## src/hdl/pat_pkg.sv

```systemverilog
// Shared widths, status codes and result type of the paged address translator.
`default_nettype none

package pat_pkg;

  localparam int unsigned ADDR_W = 16;
  localparam int unsigned PA_W = 15;
  localparam int unsigned CNT_W = 32;
  localparam int unsigned MASK_W = 16;
  localparam int unsigned MASK_IDX_W = 4;

  typedef enum logic [1:0] {
    ST_HIT     = 2'd0,
    ST_FAULT   = 2'd1,
    ST_DENIED  = 2'd2,
    ST_NOFRAME = 2'd3
  } status_e;

  typedef struct packed {
    status_e         status;
    logic [PA_W-1:0] phys_addr;
  } pat_result_t;

endpackage

`default_nettype wire

```

## src/hdl/paged_address_translator.sv

```systemverilog
// Top level of the paged address translator: handshakes, staging and counters.
//
// An access enters on the input channel (logical_address_i, write_access_i) as a
// valid/ready transfer. The page number above OFFSET_WIDTH selects a page table
// entry; an absent page gets the lowest free frame. One result leaves on the
// output channel per access: physical address, status and the saturating access,
// fault and hit counts after that access.
// The read-only mask is written through the configuration channel, which is
// always ready; write it only while no access is in flight.
// An access is held first in the input register and then in the result register.
// The table lookup and the free-frame priority encoder sit between the input
// register and the result register, so one access is taken per cycle while the
// receiver does not stall.
// When the receiver stalls, the result register holds and the input register
// fills; input ready then drops until the result is taken.
// Reset clears the page table, frame usage, counters and the read-only mask.
`default_nettype none

module paged_address_translator import pat_pkg::*; #(
  parameter int unsigned OFFSET_WIDTH = 12,
  parameter int unsigned PAGE_COUNT = 16,
  parameter int unsigned FRAME_COUNT = 8
) (
  input  wire logic              clk_i,
  input  wire logic              rst_ni,
  input  wire logic              cfg_valid_i,
  output logic                   cfg_ready_o,
  input  wire logic [MASK_W-1:0] cfg_read_only_mask_i,
  input  wire logic              in_valid_i,
  output logic                   in_ready_o,
  input  wire logic [ADDR_W-1:0] logical_address_i,
  input  wire logic              write_access_i,
  output logic                   out_valid_o,
  input  wire logic              out_ready_i,
  output logic [PA_W-1:0]        physical_address_o,
  output logic [1:0]             status_o,
  output logic [CNT_W-1:0]       access_count_o,
  output logic [CNT_W-1:0]       fault_count_o,
  output logic [CNT_W-1:0]       hit_count_o
);

  logic [MASK_W-1:0] ro_mask_q;
  logic              s1_valid_q;
  logic [ADDR_W-1:0] s1_addr_q;
  logic              s1_wr_q;
  logic              out_valid_q;
  pat_result_t       out_result_q;
  pat_result_t       lookup;
  logic              s1_advance;
  logic [CNT_W-1:0]  acc_cnt_q;
  logic [CNT_W-1:0]  fault_cnt_q;
  logic [CNT_W-1:0]  hit_cnt_q;

  function automatic logic [CNT_W-1:0] sat_inc(input logic [CNT_W-1:0] v);
    return (v == '1) ? v : v + CNT_W'(1);
  endfunction

  assign cfg_ready_o = 1'b1;
  assign s1_advance = s1_valid_q && (!out_valid_q || out_ready_i);
  assign in_ready_o = !s1_valid_q || s1_advance;

  pat_table #(
    .OFFSET_WIDTH(OFFSET_WIDTH),
    .PAGE_COUNT  (PAGE_COUNT),
    .FRAME_COUNT (FRAME_COUNT)
  ) u_table (
    .clk_i    (clk_i),
    .rst_ni   (rst_ni),
    .commit_i (s1_advance),
    .addr_i   (s1_addr_q),
    .wr_i     (s1_wr_q),
    .ro_mask_i(ro_mask_q),
    .result_o (lookup)
  );

  always_ff @(posedge clk_i or negedge rst_ni) begin
    if (!rst_ni) begin
      ro_mask_q <= '0;
    end else if (cfg_valid_i && cfg_ready_o) begin
      ro_mask_q <= cfg_read_only_mask_i;
    end
  end

  always_ff @(posedge clk_i or negedge rst_ni) begin
    if (!rst_ni) begin
      s1_valid_q <= 1'b0;
    end else if (in_ready_o) begin
      s1_valid_q <= in_valid_i;
    end
  end

  always_ff @(posedge clk_i) begin
    if (in_ready_o && in_valid_i) begin
      s1_addr_q <= logical_address_i;
      s1_wr_q <= write_access_i;
    end
  end

  always_ff @(posedge clk_i or negedge rst_ni) begin
    if (!rst_ni) begin
      out_valid_q <= 1'b0;
    end else if (s1_advance) begin
      out_valid_q <= 1'b1;
    end else if (out_ready_i) begin
      out_valid_q <= 1'b0;
    end
  end

  always_ff @(posedge clk_i) begin
    if (s1_advance) begin
      out_result_q <= lookup;
    end
  end

  always_ff @(posedge clk_i or negedge rst_ni) begin
    if (!rst_ni) begin
      acc_cnt_q <= '0;
      fault_cnt_q <= '0;
      hit_cnt_q <= '0;
    end else if (s1_advance) begin
      acc_cnt_q <= sat_inc(acc_cnt_q);
      if (lookup.status == ST_FAULT || lookup.status == ST_NOFRAME) begin
        fault_cnt_q <= sat_inc(fault_cnt_q);
      end
      if (lookup.status == ST_HIT) begin
        hit_cnt_q <= sat_inc(hit_cnt_q);
      end
    end
  end

  assign out_valid_o = out_valid_q;
  assign physical_address_o = out_result_q.phys_addr;
  assign status_o = out_result_q.status;
  assign access_count_o = acc_cnt_q;
  assign fault_count_o = fault_cnt_q;
  assign hit_count_o = hit_cnt_q;

`ifndef SYNTHESIS
  a_stall_holds_stage: assert property (@(posedge clk_i) disable iff (!rst_ni)
    out_valid_q && !out_ready_i |-> !s1_advance)
    else $error("Staged access advanced over a stalled result.");
  a_access_count_step: assert property (@(posedge clk_i) disable iff (!rst_ni)
    s1_advance && acc_cnt_q != '1 |=> acc_cnt_q == $past(acc_cnt_q) + CNT_W'(1))
    else $error("Access count did not advance with a transfer.");
  a_counts_bounded: assert property (@(posedge clk_i) disable iff (!rst_ni)
    fault_cnt_q <= acc_cnt_q && hit_cnt_q <= acc_cnt_q)
    else $error("Fault or hit count exceeds the access count.");
  a_failed_zero_addr: assert property (@(posedge clk_i) disable iff (!rst_ni)
    out_valid_q && (out_result_q.status == ST_DENIED || out_result_q.status == ST_NOFRAME)
    |-> out_result_q.phys_addr == '0)
    else $error("Failed access reported a nonzero physical address.");
`endif

endmodule

`default_nettype wire

```

## src/hdl/pat_table.sv

```systemverilog
// Page table, frame allocation and address translation for one staged access.
`default_nettype none

module pat_table import pat_pkg::*; #(
  parameter int unsigned OFFSET_WIDTH = 12,
  parameter int unsigned PAGE_COUNT = 16,
  parameter int unsigned FRAME_COUNT = 8
) (
  input  wire logic              clk_i,
  input  wire logic              rst_ni,
  input  wire logic              commit_i,
  input  wire logic [ADDR_W-1:0] addr_i,
  input  wire logic              wr_i,
  input  wire logic [MASK_W-1:0] ro_mask_i,
  output pat_result_t            result_o
);

  localparam int unsigned PAGE_IDX_W = $clog2(PAGE_COUNT);
  localparam int unsigned FRAME_W = $clog2(FRAME_COUNT);

  logic [PAGE_COUNT-1:0][FRAME_W-1:0] page_frame_q;
  logic [PAGE_COUNT-1:0]              page_present_q;
  logic [PAGE_COUNT-1:0]              page_dirty_q;
  logic [PAGE_COUNT-1:0]              page_referenced_q;
  logic [FRAME_COUNT-1:0]             frame_in_use_q;

  logic [ADDR_W-1:0]         page_full;
  logic [PAGE_IDX_W-1:0]     page_idx;
  logic [OFFSET_WIDTH-1:0]   offset;
  logic                      page_valid;
  logic                      write_locked;
  logic                      free_found;
  logic [FRAME_W-1:0]        free_frame;
  logic [FRAME_W-1:0]        frame;
  logic [FRAME_W+OFFSET_WIDTH-1:0] full_pa;
  logic                      allowed;

  assign page_full = addr_i >> OFFSET_WIDTH;
  assign page_idx = page_full[PAGE_IDX_W-1:0];
  assign offset = addr_i[OFFSET_WIDTH-1:0];
  assign page_valid = page_full < ADDR_W'(PAGE_COUNT);
  assign write_locked = (page_full < ADDR_W'(MASK_W)) && ro_mask_i[page_full[MASK_IDX_W-1:0]];

  always_comb begin
    free_found = 1'b0;
    free_frame = '0;
    for (int f = FRAME_COUNT - 1; f >= 0; f--) begin
      if (!frame_in_use_q[f]) begin
        free_found = 1'b1;
        free_frame = FRAME_W'(f);
      end
    end
  end

  always_comb begin
    result_o.status = ST_DENIED;
    frame = page_frame_q[page_idx];
    if (!page_valid || (wr_i && write_locked)) begin
      result_o.status = ST_DENIED;
    end else if (page_present_q[page_idx]) begin
      result_o.status = ST_HIT;
    end else if (free_found) begin
      result_o.status = ST_FAULT;
      frame = free_frame;
    end else begin
      result_o.status = ST_NOFRAME;
    end
    allowed = (result_o.status == ST_HIT) || (result_o.status == ST_FAULT);
    full_pa = {frame, offset};
    result_o.phys_addr = allowed ? PA_W'(full_pa) : '0;
  end

  always_ff @(posedge clk_i or negedge rst_ni) begin
    if (!rst_ni) begin
      page_frame_q <= '0;
      page_present_q <= '0;
      page_dirty_q <= '0;
      page_referenced_q <= '0;
      frame_in_use_q <= '0;
    end else if (commit_i && allowed) begin
      page_referenced_q[page_idx] <= 1'b1;
      if (result_o.status == ST_FAULT) begin
        frame_in_use_q[free_frame] <= 1'b1;
        page_frame_q[page_idx] <= free_frame;
        page_present_q[page_idx] <= 1'b1;
        page_dirty_q[page_idx] <= wr_i;
      end else begin
        page_dirty_q[page_idx] <= page_dirty_q[page_idx] | wr_i;
      end
    end
  end

`ifndef SYNTHESIS
  a_fault_uses_free_frame: assert property (@(posedge clk_i) disable iff (!rst_ni)
    commit_i && result_o.status == ST_FAULT |-> !frame_in_use_q[free_frame])
    else $error("Fault allocated a frame that is already in use.");
  a_fault_marks_present: assert property (@(posedge clk_i) disable iff (!rst_ni)
    commit_i && result_o.status == ST_FAULT |=> page_present_q[$past(page_idx)])
    else $error("Serviced fault did not mark the page present.");
  a_denied_no_change: assert property (@(posedge clk_i) disable iff (!rst_ni)
    commit_i && !allowed |=> $stable(frame_in_use_q) && $stable(page_present_q))
    else $error("Denied or unserviced access changed the table.");
`endif

endmodule

`default_nettype wire

```

## config.mk

```make
export PLATFORM = sky130hd
export DESIGN_NAME = paged_address_translator
export DESIGN_NICKNAME = d
export VERILOG_FILES = /design/src/hdl/pat_pkg.sv /design/src/hdl/paged_address_translator.sv /design/src/hdl/pat_table.sv
export SDC_FILE = /design/constraint.sdc
export NUM_CORES = 1
export LEC_CHECK = 0
export ABC_AREA = 1
export BUFFER_PORTS_ARGS = -buffer_cell sky130_fd_sc_hd__buf_2
export CAP_MARGIN = 20
export CORE_MARGIN = 8
export CORE_UTILIZATION = 52
export DETAILED_ROUTE_END_ITERATION = 8
export PLACE_DENSITY = 0.76
export SETUP_SLACK_MARGIN = 0.05
export SLEW_MARGIN = 30
export SYNTH_ARGS = -nofsm -noshare
export SYNTH_HDL_FRONTEND = slang
export SYNTH_SLANG_ARGS = --single-unit
```

## constraint.sdc

```tcl
create_clock -name clk_i -period 2.1 [get_ports clk_i]
set_input_delay 0.42 -clock clk_i [delete_from_list [all_inputs] [get_ports clk_i]]
set_output_delay 0.42 -clock clk_i [all_outputs]
set_load 0.01 [all_outputs]
```

; ---- Word-level counts from Yosys, hierarchy flattened
; Index checks and enable logic that the tools add are counted.
[totals]
reg_bits = 220
output_inout_bits = 116
wordCells = 104
[classes]
add_sub_neg = 3
magnitude_cmp = 5
n_eq_ne = 5
mux = 37
bitwise_logic = 5
n_reduce_logical = 21
[ops]
columns = op, count
row1 = adder 32 x 1 -> 32 bit (second input constant), 3
row2 = == test 32 bit (second input constant), 3
row3 = bitwise mux 48 bit, 1
row4 = two-way mux 3 bit, 13
row5 = bitwise OR 16 bit, 1
row6 = two-way mux 1 bit, 14
row7 = binary-select mux 3 bit (select 4 bit), 1
row8 = demux 3 bit (select 4 bit), 1
row9 = less-than comparator 4 x 5 -> 1 bit (second input constant), 2
row10 = binary-select mux 1 bit (select 4 bit), 2
row11 = bitwise OR 8 bit, 1
row12 = logical AND 1 bit, 7
row13 = two-way mux 2 bit, 3
row14 = AND reduction 3 bit, 2
row15 = logical OR 1 bit, 5
row16 = demux 1 bit (select 4 bit), 1
row17 = >= comparator 4 x 1 -> 1 bit (second input constant), 1
row18 = less-than comparator 3 x 4 -> 1 bit (second input constant), 1
row19 = AND reduction 2 bit, 2
row20 = demux 1 bit (select 3 bit), 1
row21 = >= comparator 3 x 1 -> 1 bit (second input constant), 1
row22 = zero test 1 bit, 3
row23 = inverter 1 bit, 3
row24 = == test 2 x 1 -> 1 bit (second input constant), 1
row25 = other kinds (3), 3

; ---- Logic depth before layout (Yosys ltp)
[depth]
depth_word = 15
depth_mapped = 16

; ---- Hierarchy
; Synthesis repeated with hierarchy kept, for this count alone.
[hier_totals]
cells_unflattened = 1633
area_unflattened_um2 = 12451.9
[by_module_without_submodules]
columns = module, n_inst, cells_per_inst, area_per_inst_um2, seq_area_each_um2
row1 = paged_address_translator, 1, 1082, 8365.5, 3873.7
row2 = pat_table, 1, 551, 4086.4, 1801.7

; ---- Worst setup path after synthesis
; OpenSTA, ideal clock, no wires.
[synth_path]
path_type = input to register
from = input port out_ready_i
to = register u_table.page_frame_q[24] (netlist name)
setup_ns = 0.119
arrival_ns = 1.954
required_ns = 1.981
setup_slack_ns = 0.028
path_stages = 8
path_buffers = 1
cell_sequence = inv_1 > nand2_1 > nand2_1 > clkinv_1 > clkbuf_1 > nand4_1 > nand2_1 > nand2_1
[synth_via]
elab_chain_cells = 4
[synth_lines]
columns = item, line
row1 = from (decl), paged_address_translator.sv:34  ; input wire logic out_ready_i,
row2 = logical OR 1 bit, paged_address_translator.sv:59  ; assign s1_advance = s1_valid_q && (!out_valid_q || out_ready_i);
row3 = logical AND 1 bit, paged_address_translator.sv:59
row4 = via s1_advance, paged_address_translator.sv:49  ; logic s1_advance;
row5 = logical AND 1 bit, pat_table.sv:80  ; end else if (commit_i && allowed) begin
row6 = AND reduction 2 bit (no line), --
row7 = "to (signal, indexed assignment)", pat_table.sv:84  ; page_frame_q[page_idx] <= free_frame;
row8 = to (decl), pat_table.sv:21  ; logic [PAGE_COUNT-1:0][FRAME_W-1:0] page_frame_q;
; The timed path passes the listed nets, and every way through them passes these cells.
; A chain may end at the register's enable or synchronous reset.

; ---- Worst setup path in the final report
[layout_path]
from = register s1_addr_q[13]
to = register out_result_q, in the netlist physical_address_o[12], data pin
[layout_via]
elab_chain_cells = 8
word_cells_on_any_way = 19
classes_between = order compare: 1 / eq/ne: 1 / mux: 11 / reduce/logical: 6
[layout_lines]
columns = item, line
row1 = from (decl), paged_address_translator.sv:44  ; logic [ADDR_W-1:0] s1_addr_q;
row2 = from (signal assigned), paged_address_translator.sv:94  ; s1_addr_q <= logical_address_i;
row3 = binary-select mux 1 bit (select 4 bit), pat_table.sv:42  ; assign write_locked = (page_full < ADDR_W'(MASK_W)) && ro_mask_i[page_full[MASK_IDX_W-1:0]];
row4 = two-way mux 1 bit (not written as such), pat_table.sv:42
row5 = logical AND 1 bit, pat_table.sv:42
row6 = logical AND 1 bit, pat_table.sv:58  ; if (!page_valid || (wr_i && write_locked)) begin
row7 = logical OR 1 bit, pat_table.sv:58
row8 = two-way mux 2 bit, pat_table.sv:58
row9 = == test 2 x 1 -> 1 bit or zero test 2 bit (tied branches), pat_table.sv:68  ; allowed = (result_o.status == ST_HIT) || (result_o.status == ST_FAULT);
row10 = logical OR 1 bit, pat_table.sv:68
row11 = to (signal assigned), paged_address_translator.sv:111  ; out_result_q <= lookup;
row12 = to (decl), paged_address_translator.sv:47  ; pat_result_t out_result_q;
; Several ways; a longest one is shown, not always the timed one. The select of a mux whose other input is x is not followed.

==> flow_summary.ini <==
[synth]
synth_cells = 1336
syn_nets = 1377
ys_warn_count = 0
ys_seq_area_frac = 0.5157
synthesis.area_mm2 = 0.01100
syn_avg_cell_area_um2 = 8.237
synth_seq_cells = 220
ys_types = 36
synth_ff_type = dfrtp_1
synth-edff-count = 34
async_flop_share = 0.8455

[power_and_ir_drop]
power_mw = 12.68
seq_power_share = 0.410
p_clk_frac = 0.370
switching_share = 0.3086
switching_power_mw = 3.913
irDropWorstVdd_v = 0.0006798
power_frac_comb = 0.221
internal_power_mw = 8.769
power_density_mw_per_mm2 = 883.5
power.leakage_nw = 7.184

[worst_setup_path]
path_cells = nand2_1 > buf_6 > buf_4 > clkinvlp_4 > buf_4 > buf_6 > a22oi_1 > a21oi_1 > nor3_2 > nand3_1 > inv_1 > nor2_1
ff2ff_path_depth = 12
r2r-start = s1_addr_q[13]$_DFFE_PP_
critPathKind = reg -> reg
crit_path_end_kind = register
critPathMaxStageDelay_ns = 0.53
cp.required_ns = 2.38
crit_path_start = s1_addr_q[13]$_DFFE_PP_
path_max_fanout = 6
critical_path_buf_inv_count = 6
rrSetupSlack_ns = -0.23
timing.rr.end = physical_address_o[12]$_SDFFCE_PN0P_
cp_top_family = buffers and inverters
cp-start-kind = register
crit_arrival_ns = 2.61
critPathSlowestCell = edfxtp_1

[placed_design]
hpwl_um = 22240
port_buffers = 152
gp_congestion = 0.9618

[global_route]
antenna_found_initial = 2
grt_pass1_vias = 10243
grt_use_total = 0.2380
overflow = 0
grt_pass1_wl_um = 51540
grt_max_degree = 58

[outcome]
status = finished, violations left
violations = setup timing

[cts]
clkSinkCount = 220
insertion_delay_ns = 0.54
ctsLongestPathBuffers = 3
ctsHtreeMaxLevel = 1
clk_pin_slew_ns = 0.06
ctsRootBufferMaster = clkbuf_16
cts_buffers = 25
cts_tree = built

[sta]
min_period_ns = 2.327
fin_ws_ns = -0.2272
finalHoldViolations = 0
max_clock_freq_mhz = 429.7
slew_viol_final = 0
tightest_slew_ns = 0.6155
fin_skew_ns = 0.02429
rsz0062_at_grt = true
relSlewSlack = 0.5897
finalCritPeriodShare = 1.108
setup_viol = 145

[finish]
drive_gt1_frac = 0.2618
regArea_mm2 = 0.005675
fin_nets = 1631
num_antenna_cells = 0
final_util = 0.6872
layout-area-overhead-vs-synth_pct = 30.45
multi_input_area_mm2 = 0.005054
nFillCells = 1575

[die]
rows = 53
start_util = 0.5268
top_level_ports = 154
die_y_um = 161.5
dieArea_mm2 = 0.02607
die_x_um = 161.5
core_area_mm2 = 0.02089

[route]
routed_wl_um = 32690
drc = 0
drt-initial-drc-count = 857
wire_per_inst_um = 17.36
vias = 10406
drtAntennaViolNets = 0
dr.pass1.iters = 5
vias_per_cell = 5.526

[run]
maxCapViolations = 0

[min_path]
hold_depth = 1
min_to = s1_addr_q[4]$_DFFE_PP_
worstHoldPathType = in -> reg
hold_path_startpoint = logical_address_i[4]
## synthesized netlist by cell type (all sizes together) (24+ instances only)
master	count	share of area
a22oi	24	0.016
dfrtp	186	0.42
edfxtp	34	0.093
inv	110	0.038
nand2	467	0.16
nand3	83	0.039
nand4	30	0.017
nor2	134	0.047
nor3	49	0.022
o21ai	36	0.017
xnor2	29	0.023
xor2	56	0.045
## how the worst max path moves through the flow
stage / to / cells after the start
2_1_floorplan: physical_address_o[10]$_SDFFCE_PN0P_ / 12
6_report: physical_address_o[12]$_SDFFCE_PN0P_ / 12
3_3_place_gp: fault_count_o[3]$_DFFE_PN0P_ / 15
3_5_place_dp: fault_count_o[3]$_DFFE_PN0P_ / 16
4_1_cts: u_table.page_frame_q[7]$_DFFE_PN0P_ / 15
5_1_grt: u_table.page_frame_q[46]$_DFFE_PN0P_ / 15
## power groups by stage
| stage | combinational, mW | clock (mW) | sequential, mW |
|---|---|---|---|
| after detailed placement | 2.27 | 0 | 5.24 |
| final | 2.80 | 4.69 | 5.20 |
| after global placement | 2.22 | 0 | 5.22 |
| after global routing | 3.03 | 4.89 | 5.25 |
| after CTS | 2.58 | 4.73 | 5.18 |
| after floorplan | 1.15 | 0 | 5.30 |
## final cells by class
cell class / instances / share of cell area
sequential: 220 / 0.3954
multi-input combinational: 969 / 0.3520
timing repair buffer: 261 / 0.1345
clock buffer: 34 / 0.04942
inverter: 112 / 0.03155
tap: 275 / 0.02397
clock inverter: 11 / 0.01264
timing repair inverter: 1 / 0.0005230
## metal layers
layer  GRT usage  vias up  part of all wire
met1      0.3057     4980              0.40
li1            -     4815                 -
met3     0.04123      102             0.077
met4     0.09007        4             0.035
met2      0.3965      505              0.48
met5           0        -           0.00061
## cell families (layout without fill, tap and decap cells)
logic type / Yosys count / after routing / synth area share
other: 1 / 1 / 0.0003408
multiplexers: 15 / 15 / 0.01535
flip-flops: 220 / 220 / 0.5157
AND/OR/NAND/NOR: 783 / 783 / 0.2978
adder cells (fa/ha/maj): 3 / 3 / 0.003411
XOR/XNOR: 85 / 85 / 0.06765
AO/OA/AOI/OAI: 82 / 82 / 0.04343
buffers and inverters: 147 / 419 / 0.05628
## state kept, by name, summed over array words and instances (netlist names), 15 cells and up
signal                  count
u_table.page_frame_q       48
access_count_o             32
fault_count_o              32
hit_count_o                32
ro_mask_q                  16
s1_addr_q                  16
u_table.page_present_q     16
physical_address_o         15
## placed cells by master (no fill, tap or decap), types with 3 or more instances in the layout
cell type   instances
nor2_4              5
dfrtp_1           186
xor2_1             56
a22oi_1            19
nand2_1           419
nand3_1            80
buf_2             151
buf_16              3
nor3_2              3
buf_8               3
o21ai_0             4
edfxtp_1           34
inv_1             103
nor2_2             11
nand2_2            36
o21ai_2            12
buf_4              67
xnor2_1            29
buf_12             12
or2_2               4
buf_6              20
nor3_1             46
clkbuf_1            4
a21oi_1            17
clkbuf_8            6
nand2_4            12
a22oi_2             5
nor4_1             13
clkinvlp_4          5
nand4_1            30
nor2_1            117
a21oi_2             3
ha_1                3
bufinv_16           4
mux2_2             15
clkbuf_16          27
o21ai_1            19
clkinv_2            3
## metrics by stage
stage / cells / worst slack [ns] / cell area [µm²] / hold slack (ns) / setup TNS, ns
after global placement: 1795 / -0.05599 / 12520 / 0.4369 / -1.606
final: 1883 / -0.2272 / 14360 / 0.04962 / -17.93
after detailed placement: 1795 / -0.1481 / 12520 / 0.4416 / -8.411
after CTS: 1865 / -0.1087 / 13930 / 0.04765 / -4.189
after floorplan: 1336 / 0.1143 / 11010 / 0.1244 / 0
after global routing: 1883 / -0.3405 / 14360 / 0.04500 / -33.45
## what timing repair did
item                       4_1_cts  5_1_grt
hold endpoints to repair        52        0
resized for setup               66       90
setup buffers                   18       18
cloned                           6        2
setup endpoints to repair      151      158
hold buffers                     1        0
pin swaps                       16       35
(Power assumes the default switching activity.)
